==> src/design/sdcc_pkg.sv <==
// ----------------------------------------------------------------------------
// sdcc_pkg
// Shared types and constants of the span dependency cycle check block.
// ----------------------------------------------------------------------------
package sdcc_pkg;

  // default graph size; rows, marks and stack follow from it
  localparam int DEF_MAX_COLUMNS = 32;

  // fixed field widths
  localparam int ANCHOR_W    = 5;
  localparam int REACH_W     = 5;
  localparam int COUNT_W     = 6;
  localparam int SPAN_W      = 7;   // holds anchor + reach and column counts up to 64
  localparam int IN_TDATA_W  = 16;
  localparam int OUT_TDATA_W = 8;

  // request kinds carried on in_tuser
  localparam logic KIND_SPAN = 1'b0;
  localparam logic KIND_EVAL = 1'b1;

  typedef enum logic [2:0] {
    ST_IDLE,
    ST_LOAD_WR,
    ST_ROOT,
    ST_STEP,
    ST_POP,
    ST_DONE
  } sdcc_state_t;

endpackage

==> src/design/span_dependency_cycle_check.sv <==
// ----------------------------------------------------------------------------
// span_dependency_cycle_check
// Loads span requests into an adjacency row memory and, on an evaluate
// request, runs a depth-first walk to report a directed cycle.
// ----------------------------------------------------------------------------
//
//  channel  direction  payload                                      handshake
//  -------  ---------  -------------------------------------------  ---------------
//  in_      slave      tdata: anchor, reach_left, reach_right;      tvalid/tready
//                      tuser: kind
//  out_     master     tdata: has_cycle                             tvalid/tready
//  cfg_     write      wr_data: column_count                        wr_en, no wait
//
//  a span request that changes nothing is taken without leaving idle; any other
//  span request does a read-modify-write of one adjacency row through the row
//  memory read and write ports; an evaluate request holds the block for at most
//  one root pick per tree plus a closing one, one walk step per non-root push and
//  per finished node, one stack read per finished non-root node, and one step to
//  post the result
//  in_tready is low while a request is at work; the result sits in an output
//  register, so a stalled out_ side only holds the block at the end of an evaluate
//  reset is synchronous; no clearing pass is needed, row valid bits clear at once
// ----------------------------------------------------------------------------
module span_dependency_cycle_check #(
  parameter int MAX_COLUMNS = sdcc_pkg::DEF_MAX_COLUMNS
) (
  input  logic                               clk,
  input  logic                               rst_n,
  // request channel
  input  logic                               in_tvalid,
  output logic                               in_tready,
  input  logic [sdcc_pkg::IN_TDATA_W-1:0]    in_tdata,   // anchor, reach_left, reach_right, pad
  input  logic                               in_tuser,   // kind
  // result channel
  output logic                               out_tvalid,
  input  logic                               out_tready,
  output logic [sdcc_pkg::OUT_TDATA_W-1:0]   out_tdata,  // has_cycle, pad
  // configuration
  input  logic                               cfg_wr_en,
  input  logic [sdcc_pkg::COUNT_W-1:0]       cfg_wr_data // column_count
);
  import sdcc_pkg::*;

  localparam int CW = $clog2(MAX_COLUMNS);      // node index width
  localparam int DW = $clog2(MAX_COLUMNS + 1);  // stack depth width

  // request fields
  logic [ANCHOR_W-1:0] in_anchor;
  logic [REACH_W-1:0]  in_left;
  logic [REACH_W-1:0]  in_right;
  logic                in_fire;

  assign in_anchor = in_tdata[ANCHOR_W-1:0];
  assign in_left   = in_tdata[ANCHOR_W+REACH_W-1:ANCHOR_W];
  assign in_right  = in_tdata[ANCHOR_W+2*REACH_W-1:ANCHOR_W+REACH_W];
  assign in_fire   = in_tvalid && in_tready;

  // control state
  sdcc_state_t            state_r, state_nxt;
  logic [COUNT_W-1:0]     column_count_r;
  logic [MAX_COLUMNS-1:0] row_vld_r, row_vld_nxt;
  logic [MAX_COLUMNS-1:0] on_path_r, on_path_nxt;   // on the current walk
  logic [MAX_COLUMNS-1:0] done_r, done_nxt;         // fully explored
  logic [DW-1:0]          depth_r, depth_nxt;
  logic                   out_valid_r, out_valid_nxt;

  // payload state
  logic [CW-1:0]          node_r, node_nxt;
  logic [CW-1:0]          anchor_r, anchor_nxt;
  logic [MAX_COLUMNS-1:0] span_r, span_nxt;
  logic                   res_r, res_nxt;
  logic                   out_cyc_r, out_cyc_nxt;

  // memories: adjacency rows and walk stack
  logic [MAX_COLUMNS-1:0] edge_mem [MAX_COLUMNS];
  logic [CW-1:0]          stack_mem [MAX_COLUMNS];
  logic [MAX_COLUMNS-1:0] edge_rd_r;
  logic                   edge_vld_rd_r;
  logic [CW-1:0]          stack_rd_r;

  logic [CW-1:0]          edge_raddr;
  logic                   edge_we;
  logic [MAX_COLUMNS-1:0] edge_wdata;
  logic                   stk_we;
  logic [CW-1:0]          stk_waddr;
  logic [CW-1:0]          stk_raddr;

  // live node set, clamped to the parameter
  logic [SPAN_W-1:0]      live_n;
  logic [MAX_COLUMNS-1:0] node_mask;

  assign live_n = ({1'b0, column_count_r} > SPAN_W'(MAX_COLUMNS)) ?
                  SPAN_W'(MAX_COLUMNS) : {1'b0, column_count_r};

  always_comb begin
    for (int i = 0; i < MAX_COLUMNS; i++) begin
      node_mask[i] = (SPAN_W'(i) < live_n);
    end
  end

  // span range of an incoming request, clamped to the live columns
  logic [SPAN_W-1:0]      anchor_x, left_x, right_x;
  logic [SPAN_W-1:0]      span_first, span_room, span_reach, span_last;
  logic                   span_active;
  logic [MAX_COLUMNS-1:0] span_mask;

  always_comb begin
    anchor_x    = SPAN_W'(in_anchor);
    left_x      = SPAN_W'(in_left);
    right_x     = SPAN_W'(in_right);
    span_first  = (anchor_x > left_x) ? (anchor_x - left_x) : '0;
    span_room   = live_n - SPAN_W'(1) - anchor_x;
    span_reach  = (right_x < span_room) ? right_x : span_room;
    span_last   = anchor_x + span_reach;
    span_active = ((in_left != '0) || (in_right != '0)) && (anchor_x < live_n);
    for (int i = 0; i < MAX_COLUMNS; i++) begin
      span_mask[i] = (SPAN_W'(i) >= span_first) && (SPAN_W'(i) <= span_last) &&
                     (SPAN_W'(i) != anchor_x);
    end
  end

  // row of the node on top of the walk, as read from the row memory
  logic [MAX_COLUMNS-1:0] cur_row, live_row, cand;

  assign cur_row  = edge_vld_rd_r ? edge_rd_r : '0;
  assign live_row = cur_row & node_mask;
  // successors neither on the walk nor finished
  assign cand     = live_row & ~on_path_r & ~done_r;

  // shared find-first unit: picks the next root or the next successor
  logic [MAX_COLUMNS-1:0] ff_vec;
  logic [CW-1:0]          ff_idx;
  logic                   ff_any;

  assign ff_vec = (state_r == ST_ROOT) ? (node_mask & ~done_r) : cand;
  assign ff_any = |ff_vec;

  always_comb begin
    ff_idx = '0;
    for (int i = MAX_COLUMNS - 1; i >= 0; i--) begin
      if (ff_vec[i]) begin
        ff_idx = CW'(i);
      end
    end
  end

  // parent of the node being popped sits two below the current depth
  logic [DW-1:0] depth_less2;
  assign depth_less2 = depth_r - DW'(2);
  assign stk_raddr   = depth_less2[CW-1:0];
  assign edge_wdata  = cur_row | span_r;

  // sequencer
  always_comb begin
    state_nxt     = state_r;
    row_vld_nxt   = row_vld_r;
    on_path_nxt   = on_path_r;
    done_nxt      = done_r;
    depth_nxt     = depth_r;
    out_valid_nxt = out_valid_r && !out_tready;
    node_nxt      = node_r;
    anchor_nxt    = anchor_r;
    span_nxt      = span_r;
    res_nxt       = res_r;
    out_cyc_nxt   = out_cyc_r;
    edge_raddr    = node_r;
    edge_we       = 1'b0;
    stk_we        = 1'b0;
    stk_waddr     = depth_r[CW-1:0];

    unique case (state_r)
      ST_IDLE: begin
        if (in_fire) begin
          if (in_tuser == KIND_EVAL) begin
            state_nxt = ST_ROOT;
          end else if (span_active) begin
            // fetch the anchor row, merge it next cycle
            edge_raddr = CW'(in_anchor);
            anchor_nxt = CW'(in_anchor);
            span_nxt   = span_mask;
            state_nxt  = ST_LOAD_WR;
          end
        end
      end
      ST_LOAD_WR: begin
        edge_we               = 1'b1;
        row_vld_nxt[anchor_r] = 1'b1;
        state_nxt             = ST_IDLE;
      end
      ST_ROOT: begin
        if (ff_any) begin
          on_path_nxt[ff_idx] = 1'b1;
          stk_we              = 1'b1;
          stk_waddr           = '0;
          node_nxt            = ff_idx;
          depth_nxt           = DW'(1);
          edge_raddr          = ff_idx;
          state_nxt           = ST_STEP;
        end else begin
          res_nxt   = 1'b0;
          state_nxt = ST_DONE;
        end
      end
      ST_STEP: begin
        if ((live_row & on_path_r) != '0) begin
          // back edge to a node on the walk
          res_nxt   = 1'b1;
          state_nxt = ST_DONE;
        end else if (ff_any) begin
          on_path_nxt[ff_idx] = 1'b1;
          stk_we              = 1'b1;
          node_nxt            = ff_idx;
          depth_nxt           = depth_r + DW'(1);
          edge_raddr          = ff_idx;
        end else begin
          done_nxt[node_r]    = 1'b1;
          on_path_nxt[node_r] = 1'b0;
          depth_nxt           = depth_r - DW'(1);
          if (depth_r == DW'(1)) begin
            state_nxt = ST_ROOT;
          end else begin
            state_nxt = ST_POP;
          end
        end
      end
      ST_POP: begin
        node_nxt   = stack_rd_r;
        edge_raddr = stack_rd_r;
        state_nxt  = ST_STEP;
      end
      ST_DONE: begin
        if (!out_valid_r || out_tready) begin
          out_valid_nxt = 1'b1;
          out_cyc_nxt   = res_r;
          row_vld_nxt   = '0;
          on_path_nxt   = '0;
          done_nxt      = '0;
          depth_nxt     = '0;
          state_nxt     = ST_IDLE;
        end
      end
      default: begin
        state_nxt = ST_IDLE;
      end
    endcase
  end

  // control registers
  always_ff @(posedge clk) begin
    if (!rst_n) begin
      state_r        <= ST_IDLE;
      column_count_r <= '0;
      row_vld_r      <= '0;
      on_path_r      <= '0;
      done_r         <= '0;
      depth_r        <= '0;
      out_valid_r    <= 1'b0;
    end else begin
      state_r     <= state_nxt;
      row_vld_r   <= row_vld_nxt;
      on_path_r   <= on_path_nxt;
      done_r      <= done_nxt;
      depth_r     <= depth_nxt;
      out_valid_r <= out_valid_nxt;
      if (cfg_wr_en) begin
        column_count_r <= cfg_wr_data;
      end
    end
  end

  // payload registers
  always_ff @(posedge clk) begin
    node_r    <= node_nxt;
    anchor_r  <= anchor_nxt;
    span_r    <= span_nxt;
    res_r     <= res_nxt;
    out_cyc_r <= out_cyc_nxt;
  end

  // row memory: one write port, one registered read port
  always_ff @(posedge clk) begin
    if (edge_we) begin
      edge_mem[anchor_r] <= edge_wdata;
    end
    edge_rd_r     <= edge_mem[edge_raddr];
    edge_vld_rd_r <= row_vld_r[edge_raddr];
  end

  // walk stack memory
  always_ff @(posedge clk) begin
    if (stk_we) begin
      stack_mem[stk_waddr] <= ff_idx;
    end
    stack_rd_r <= stack_mem[stk_raddr];
  end

  assign in_tready  = (state_r == ST_IDLE);
  assign out_tvalid = out_valid_r;
  assign out_tdata  = {{(OUT_TDATA_W-1){1'b0}}, out_cyc_r};

endmodule

==> config.mk <==
export PLATFORM = sky130hd
export DESIGN_NAME = span_dependency_cycle_check
export DESIGN_NICKNAME = d
export VERILOG_FILES = /design/src/design/sdcc_pkg.sv /design/src/design/span_dependency_cycle_check.sv
export SDC_FILE = /design/constraint.sdc
export NUM_CORES = 2
export LEC_CHECK = 0
export ABC_AREA = 1
export BUFFER_PORTS_ARGS = -buffer_cell sky130_fd_sc_hd__buf_2
export CAP_MARGIN = 20
export CORE_AREA = 2 2 398 400
export CTS_BUF_LIST = sky130_fd_sc_hd__clkbuf_16
export DETAILED_ROUTE_END_ITERATION = 10
export DIE_AREA = 0 0 400 402
export GPL_TIMING_DRIVEN = 0
export PLACE_DENSITY = 0.64
export SLEW_MARGIN = 20
export SYNTH_ARGS = -nofsm -noshare
export SYNTH_HDL_FRONTEND = slang
export SYNTH_SLANG_ARGS = --single-unit
==> constraint.sdc <==
create_clock -name clk -period 6.8 [get_ports clk]
set_clock_uncertainty 0.2 [all_clocks]
set_input_delay 1.36 -clock clk [delete_from_list [all_inputs] [get_ports clk]]
set_output_delay 1.36 -clock clk [all_outputs]
set_load 0.02 [all_outputs]
# After elaboration in Yosys (flattened, before gate mapping)
# Memories as Yosys holds them, arrays and structs flattened. A register that Yosys moved wholly into a read port is not among the register bits.
# Cells that the tools add are included.
[word_totals] out_inout_bits=10 memories=2 register_bits=157 ram_bits=1184 input_bits=28
[memory_table] memory="edge_mem" words=32 width=32 rd=1 rd_ports_with_merged_regs=1 wr=1 line="span_dependency_cycle_check.sv:75" source="logic [MAX_COLUMNS-1:0] edge_mem [MAX_COLUMNS];"
[memory_table] memory="stack_mem" words=32 width=5 rd=1 rd_ports_with_merged_regs=1 wr=1 line="span_dependency_cycle_check.sv:76" source="logic [CW-1:0] stack_mem [MAX_COLUMNS];"
[classes] order_cmp=107 n_mux=90 reduce_logical=92 n_addsub=7 eq_ne=46 bitwise=14
[ops] operator="two-way mux 32 bit" n=8
[ops] operator="two-way mux 5 bit" n=39
[ops] operator="AND 32 bit" n=6
[ops] operator="bitwise OR 32 bit" n=4
[ops] operator="one-hot mux 32 bit (2 select lines)" n=2
[ops] operator=">= comparator 5 x 7 -> 1 bit (first input constant)" n=16
[ops] operator="<= comparator 5 x 7 -> 1 bit (first input constant)" n=16
[ops] operator="< comparator 5 x 6 -> 1 bit (first input constant)" n=16
[ops] operator="NOT 32 bit" n=3
[ops] operator="one-hot mux 32 bit (3 select lines)" n=1
[ops] operator="!= test 5 bit (first input constant)" n=16
[ops] operator="logical AND 1 bit" n=70
[ops] operator=">= comparator 4 x 7 -> 1 bit (first input constant)" n=8
[ops] operator="<= comparator 4 x 7 -> 1 bit (first input constant)" n=8
[ops] operator="< comparator 4 x 6 -> 1 bit (first input constant)" n=8
[ops] operator="!= test 4 x 5 -> 1 bit (first input constant)" n=8
[ops] operator="nonzero test 32 bit" n=1
[ops] operator="OR reduction 32 bit" n=1
[ops] operator="two-way mux 6 bit" n=5
[ops] operator=">= comparator 3 x 7 -> 1 bit (first input constant)" n=4
[ops] operator="<= comparator 3 x 7 -> 1 bit (first input constant)" n=4
[ops] operator="< comparator 3 x 6 -> 1 bit (first input constant)" n=4
[ops] operator="< comparator 5 x 6 -> 1 bit (second input constant)" n=4
[ops] operator="two-way mux 3 bit" n=8
[ops] operator="other kinds (48)" n=96

# Longest topological paths before layout
[logic_depth] ltp_word=47 mapped_depth=50 ltp_nobuf=48

# Worst setup path after synthesis
# Ideal clock, no wire load.
[synth_timing] path_kind="input to register" startpoint="input port in_tdata[0] (netlist name)" endpoint="register span_r[6] (data pin)" setup_ns=0.263 cell_stages=26 slack_ns=0.921 arrival_time_ns=5.416 cell_sequence="inv_1 > ha_1 > fa_1 > xnor2_1 > ha_1 > nand2_1 > nor2_1 > a211oi_1 > nor2_1 > o21a_1 > o221ai_1 > o21ai_0 > ha_1 > nand2_1 > nor2_1 > a211oi_1 > or2_2 > nand2_1 > a21oi_1 > inv_1 > nor2_1 > inv_1 > nor2_1 > inv_1 > o22ai_1 > nor3_1"
[synth_between] elab_chain_cells=7 word_cells_on_any_way=12 cone_classes="3 x add/sub; 4 x order compare; 1 x eq/ne; 2 x mux; 2 x reduce/logical"
[synth_lines] element="start, declared" line="span_dependency_cycle_check.sv:32" source="input logic [sdcc_pkg::IN_TDATA_W-1:0] in_tdata,"
[synth_lines] element="subtractor 7 x 5 -> 7 bit" line="span_dependency_cycle_check.sv:112" source="span_room = live_n - SPAN_W'(1) - anchor_x;"
[synth_lines] element="< comparator 5 x 7 -> 1 bit" line="span_dependency_cycle_check.sv:113" source="span_reach = (right_x < span_room) ? right_x : span_room;"
[synth_lines] element="two-way mux 7 bit" line="span_dependency_cycle_check.sv:113"
[synth_lines] element="adder 5 x 7 -> 7 bit" line="span_dependency_cycle_check.sv:114" source="span_last = anchor_x + span_reach;"
[synth_lines] element="<= comparator 3 x 7 -> 1 bit" line="span_dependency_cycle_check.sv:117" source="span_mask[i] = (SPAN_W'(i) >= span_first) && (SPAN_W'(i) <= span_last) &&"
[synth_lines] element="logical AND 1 bit" line="span_dependency_cycle_check.sv:117"
[synth_lines] element="logical AND 1 bit (*)" line="span_dependency_cycle_check.sv:117"
[synth_lines] element="net span_mask[6]" line="span_dependency_cycle_check.sv:105" source="logic [MAX_COLUMNS-1:0] span_mask;"
[synth_lines] element="end signal, assigned" line="span_dependency_cycle_check.sv:275" source="span_r <= span_nxt;"
[synth_lines] element="end, declared" line="span_dependency_cycle_check.sv:70" source="logic [MAX_COLUMNS-1:0] span_r, span_nxt;"
# The timed path passes the listed nets; every way through them passes the cells marked *.
# A chain may end at the register's enable or synchronous reset.

# Worst setup path in the final report
[layout_timing] startpoint="register column_count_r[5]" endpoint="register edge_rd_r[23], read port of edge_mem"
[layout_between] elab_chain_cells=42 word_cells_on_any_way=82 cone_classes="34 x order compare; 40 x mux; 5 x bitwise; 3 x reduce/logical"
[layout_lines] element="start, declared" line="span_dependency_cycle_check.sv:60" source="logic [COUNT_W-1:0] column_count_r;"
[layout_lines] element="start signal, assigned" line="span_dependency_cycle_check.sv:266" source="column_count_r <= cfg_wr_data;"
[layout_lines] element="greater-than comparator 6 bit" line="span_dependency_cycle_check.sv:92" source="assign live_n = ({1'b0, column_count_r} > SPAN_W'(MAX_COLUMNS)) ?"
[layout_lines] element="two-way mux 6 bit (*)" line="span_dependency_cycle_check.sv:92"
[layout_lines] element="< comparator 5 x 6 -> 1 bit" line="span_dependency_cycle_check.sv:97" source="node_mask[i] = (SPAN_W'(i) < live_n);"
[layout_lines] element="AND 32 bit" line="span_dependency_cycle_check.sv:126" source="assign live_row = cur_row & node_mask;"
[layout_lines] element="AND 32 bit (2 in series)" line="span_dependency_cycle_check.sv:128" source="assign cand = live_row & ~on_path_r & ~done_r;"
[layout_lines] element="two-way mux 32 bit" line="span_dependency_cycle_check.sv:135" source="assign ff_vec = (state_r == ST_ROOT) ? (node_mask & ~done_r) : cand;"
[layout_lines] element="two-way mux 5 bit (32 in series)" line="span_dependency_cycle_check.sv:141" source="if (ff_vec[i]) begin"
[layout_lines] element="two-way mux 5 bit (2 in series)"
[layout_lines] element="one-hot mux 5 bit (4 select lines) (*)" line="span_dependency_cycle_check.sv:171" source="unique case (state_r)"
[layout_lines] element="end, declared" line="span_dependency_cycle_check.sv:77" source="logic [MAX_COLUMNS-1:0] edge_rd_r;"
# Every way passes the cells marked *; elsewhere a longest branch is shown, timed or not.

==> run metrics <==
DRT iter0 DRCs 6034; Mapped Area 0.0624 mm²; relative slew slack 0.152; EDFF count, synth 1228; critical path startpoint category flip-flop; number of nets in the layout 6511; Hold Vio Cnt, Final 0; clk root buf clkbuf_16; dpl hpwl 141000 µm; Core ar. 0.157 mm²; post-DR wirelength/cell 23.7 µm; drt drc 0; post-synthesis sequential area ratio 0.639; Die H 402 µm; leading area contributor after synthesis edfxtp_1; synthesized area per cell 10.0 µm²; Async S/R FF share, synth 0; Max Fclk 0.152 GHz; P per Cell Area 450 mW/mm²; synth cell count leaders 1280 x nand2_1, 1228 x edfxtp_1, 1205 x nand3_1; share of cells above drive strength 1 0.0879; Inst Count DP 8374; RSZ-0062 raised after global routing no; Worst Hold Class flip-flop to flip-flop; CTS tree built; Die Area 0.161 mm²; Post-Syn Instances 6218; vias post-DR 47.4k; minimum clock period 6.56 ns; crit path DAT 7.02 ns; Sink Count 1378; Setup crit end kind flip-flop; Layout Utilization 0.453; clock-pin slew on the worst setup and hold paths 0.07 ns; Max Root-Sink Buffers 3; Starting Density 0.397; first-pass GRT wire length 296000 µm; Worst-Skew Late Latency 0.81 ns; Pre-Repair DR Iteration Count 6; Total Wirelength 205000 µm; Distinct cells, synth 58; FF+latch count, synth 1378; Synth area leaders edfxtp_1 59%, nand3_1 9.7%, nand2_1 7.7%; leakage power 28.0 nW; VDD IR max 292 µV; fin cells 8644; max-cap viol count 0; most common cell in the synthesized netlist nand2_1; Max H-tree Level 4; Placer Congestion 0.998; critical path class flip-flop to flip-flop; vias in the first global route 44.6k; # hold bufs at CTS 0; CP dominant cell by count nand2_1; FP Rows 146; global router's overall resource usage 0.251; CP max stage delay 0.80 ns; Setup Buffers After CTS 0; CP max FO 10; initial antenna violation count 13; max-slew violation count 0; Slowest cell on crit path nor4_1; die width 400 µm; crit share post-route 0.965; pin count of the biggest net entering global routing 39; Area growth, synth to finish 14.2%; Critical Path RT 7.26 ns; Ys Warns 0; Vias/cell 5.49; Setup Viol. Count Final 0; Remaining Overflow, GRT 0; # port buffers 29; I/O pins 38; dominant synthesized flop cell edfxtp_1; ANT cells 0; status complete, no violations; post-synth top area share 0.591; ANT nets after route 0; total CTS buffers 144; Least-Margin Pin Slew 1.27 ns
==> registers in the layout, indices dropped and copies added (netlist names) <==
name            count
row_vld_r          32
node_r              5
depth_r             6
on_path_r          32
done_r             32
res_r               1
stack_rd_r          5
out_tvalid          1
edge_mem         1024
edge_rd_r          32
anchor_r            5
edge_vld_rd_r       1
state_r             3
out_cyc_r           1
span_r             32
stack_mem         160
column_count_r      6
==> power breakdown <==
group | internal (mW) | switching, mW | leakage [nW]
combinational | 3.46 | 10.6 | 13.3
clock | 4.27 | 3.43 | 2.39
sequential | 10.2 | 0.0936 | 12.3
total | 17.9 | 14.1 | 28.0
==> timing repair <==
item | CTS | global route
hold endpoints to repair | 0 | 0
setup endpoints to repair | 5 | 50
resized for setup | 1 | 12
==> stage by stage <==
step,setup slack (ns),hold slack (ns),TNS [ns],power [mW],instance area (µm²)
after floorplan,0.921,0.200,0,18.2,62400
after global placement,-1.74,0.224,-75.69,23.8,65100
after detailed placement,-0.949,0.211,-31.21,24.0,66500
after CTS,0.0670,0.235,0,31.7,71200
after global routing,0.0365,0.250,0,33.3,71200
final,0.240,0.229,0,32.1,71200
==> final cells by class <==
| class | instances | area, µm² |
|---|---|---|
| multi-input combinational | 3661 | 17800 |
| clock inverter | 121 | 930 |
| timing repair buffer | 80 | 1290 |
| clock buffer | 147 | 3680 |
| tap | 2072 | 2590 |
| fill | 14600 | 85900 |
| inverter | 825 | 3100 |
| buffer | 360 | 1930 |
| sequential | 1378 | 39900 |
==> cells in the final DEF (no fill, tap or decap), types with 5 or more instances in the layout <==
master / instances
nand2_1: 1268
edfxtp_1: 1228
nand3_1: 1205
inv_1: 844
nor2_1: 341
o21ai_0: 211
nand3b_1: 164
dfxtp_1: 150
clkbuf_16: 147
buf_2: 140
a21oi_1: 124
clkbuf_1: 98
buf_1: 68
buf_4: 50
a211oi_1: 45
nor3_1: 42
nor2_4: 34
clkinv_1: 34
ha_1: 30
buf_12: 29
o221ai_1: 28
clkinv_2: 24
o22ai_1: 20
buf_16: 20
nand2_2: 18
buf_6: 17
or2_2: 17
inv_2: 14
nand4_1: 13
a31oi_1: 13
buf_8: 11
a2111oi_0: 8
bufinv_16: 8
conb_1: 7
xnor2_1: 6
o21a_1: 6
clkbuf_2: 5
or2_4: 5
nor4_1: 5
==> worst max-delay path: cells and delay by family, from the launching register on <==
family | cells | cell delay [ns]
AOI/OAI and AO/OA | 4 | 0.98
buffers and inverters | 8 | 1.78
DFF | 1 | 0.33
and+or+nand+nor | 13 | 3.12
==> cell families (layout without fill, tap and decap cells) <==
kind of cell | after synthesis | count (layout) | share of synthesized area
XOR/XNOR | 9 | 9 | 0.00126
AO/OA/AOI/OAI | 490 | 490 | 0.0462
other | 1 | 7 | 0.0000601
adder cells (fa/ha/maj) | 33 | 33 | 0.00698
AND/OR/NAND/NOR | 3122 | 3122 | 0.226
buffers and inverters | 1185 | 1533 | 0.0805
flip-flops | 1378 | 1378 | 0.639
==> worst paths after layout <==
kind	end	from	depth (start not counted)	slack (ns)
max	edge_rd_r[23]$_DFF_P_	column_count_r[5]$_SDFFE_PN0P_	25	0.24
min	out_cyc_r$_DFFE_PP_	res_r$_DFFE_PP_	0	0.23
max reg2reg	edge_rd_r[23]$_DFF_P_	column_count_r[5]$_SDFFE_PN0P_	25	0.24
min reg2reg	out_cyc_r$_DFFE_PP_	res_r$_DFFE_PP_	0	0.23
==> per-layer routing <==
metal,part of all wire,vias to the layer above,routed length (µm),track usage
met1,0.40,23000,82400,0.339
met2,0.45,2368,91500,0.384
met3,0.098,471,20100,0.0537
met4,0.052,6,10600,0.122
met5,0.00016,-,32,0
li1,-,21600,-,-
No activity file was read; power rests on OpenSTA's default activity.
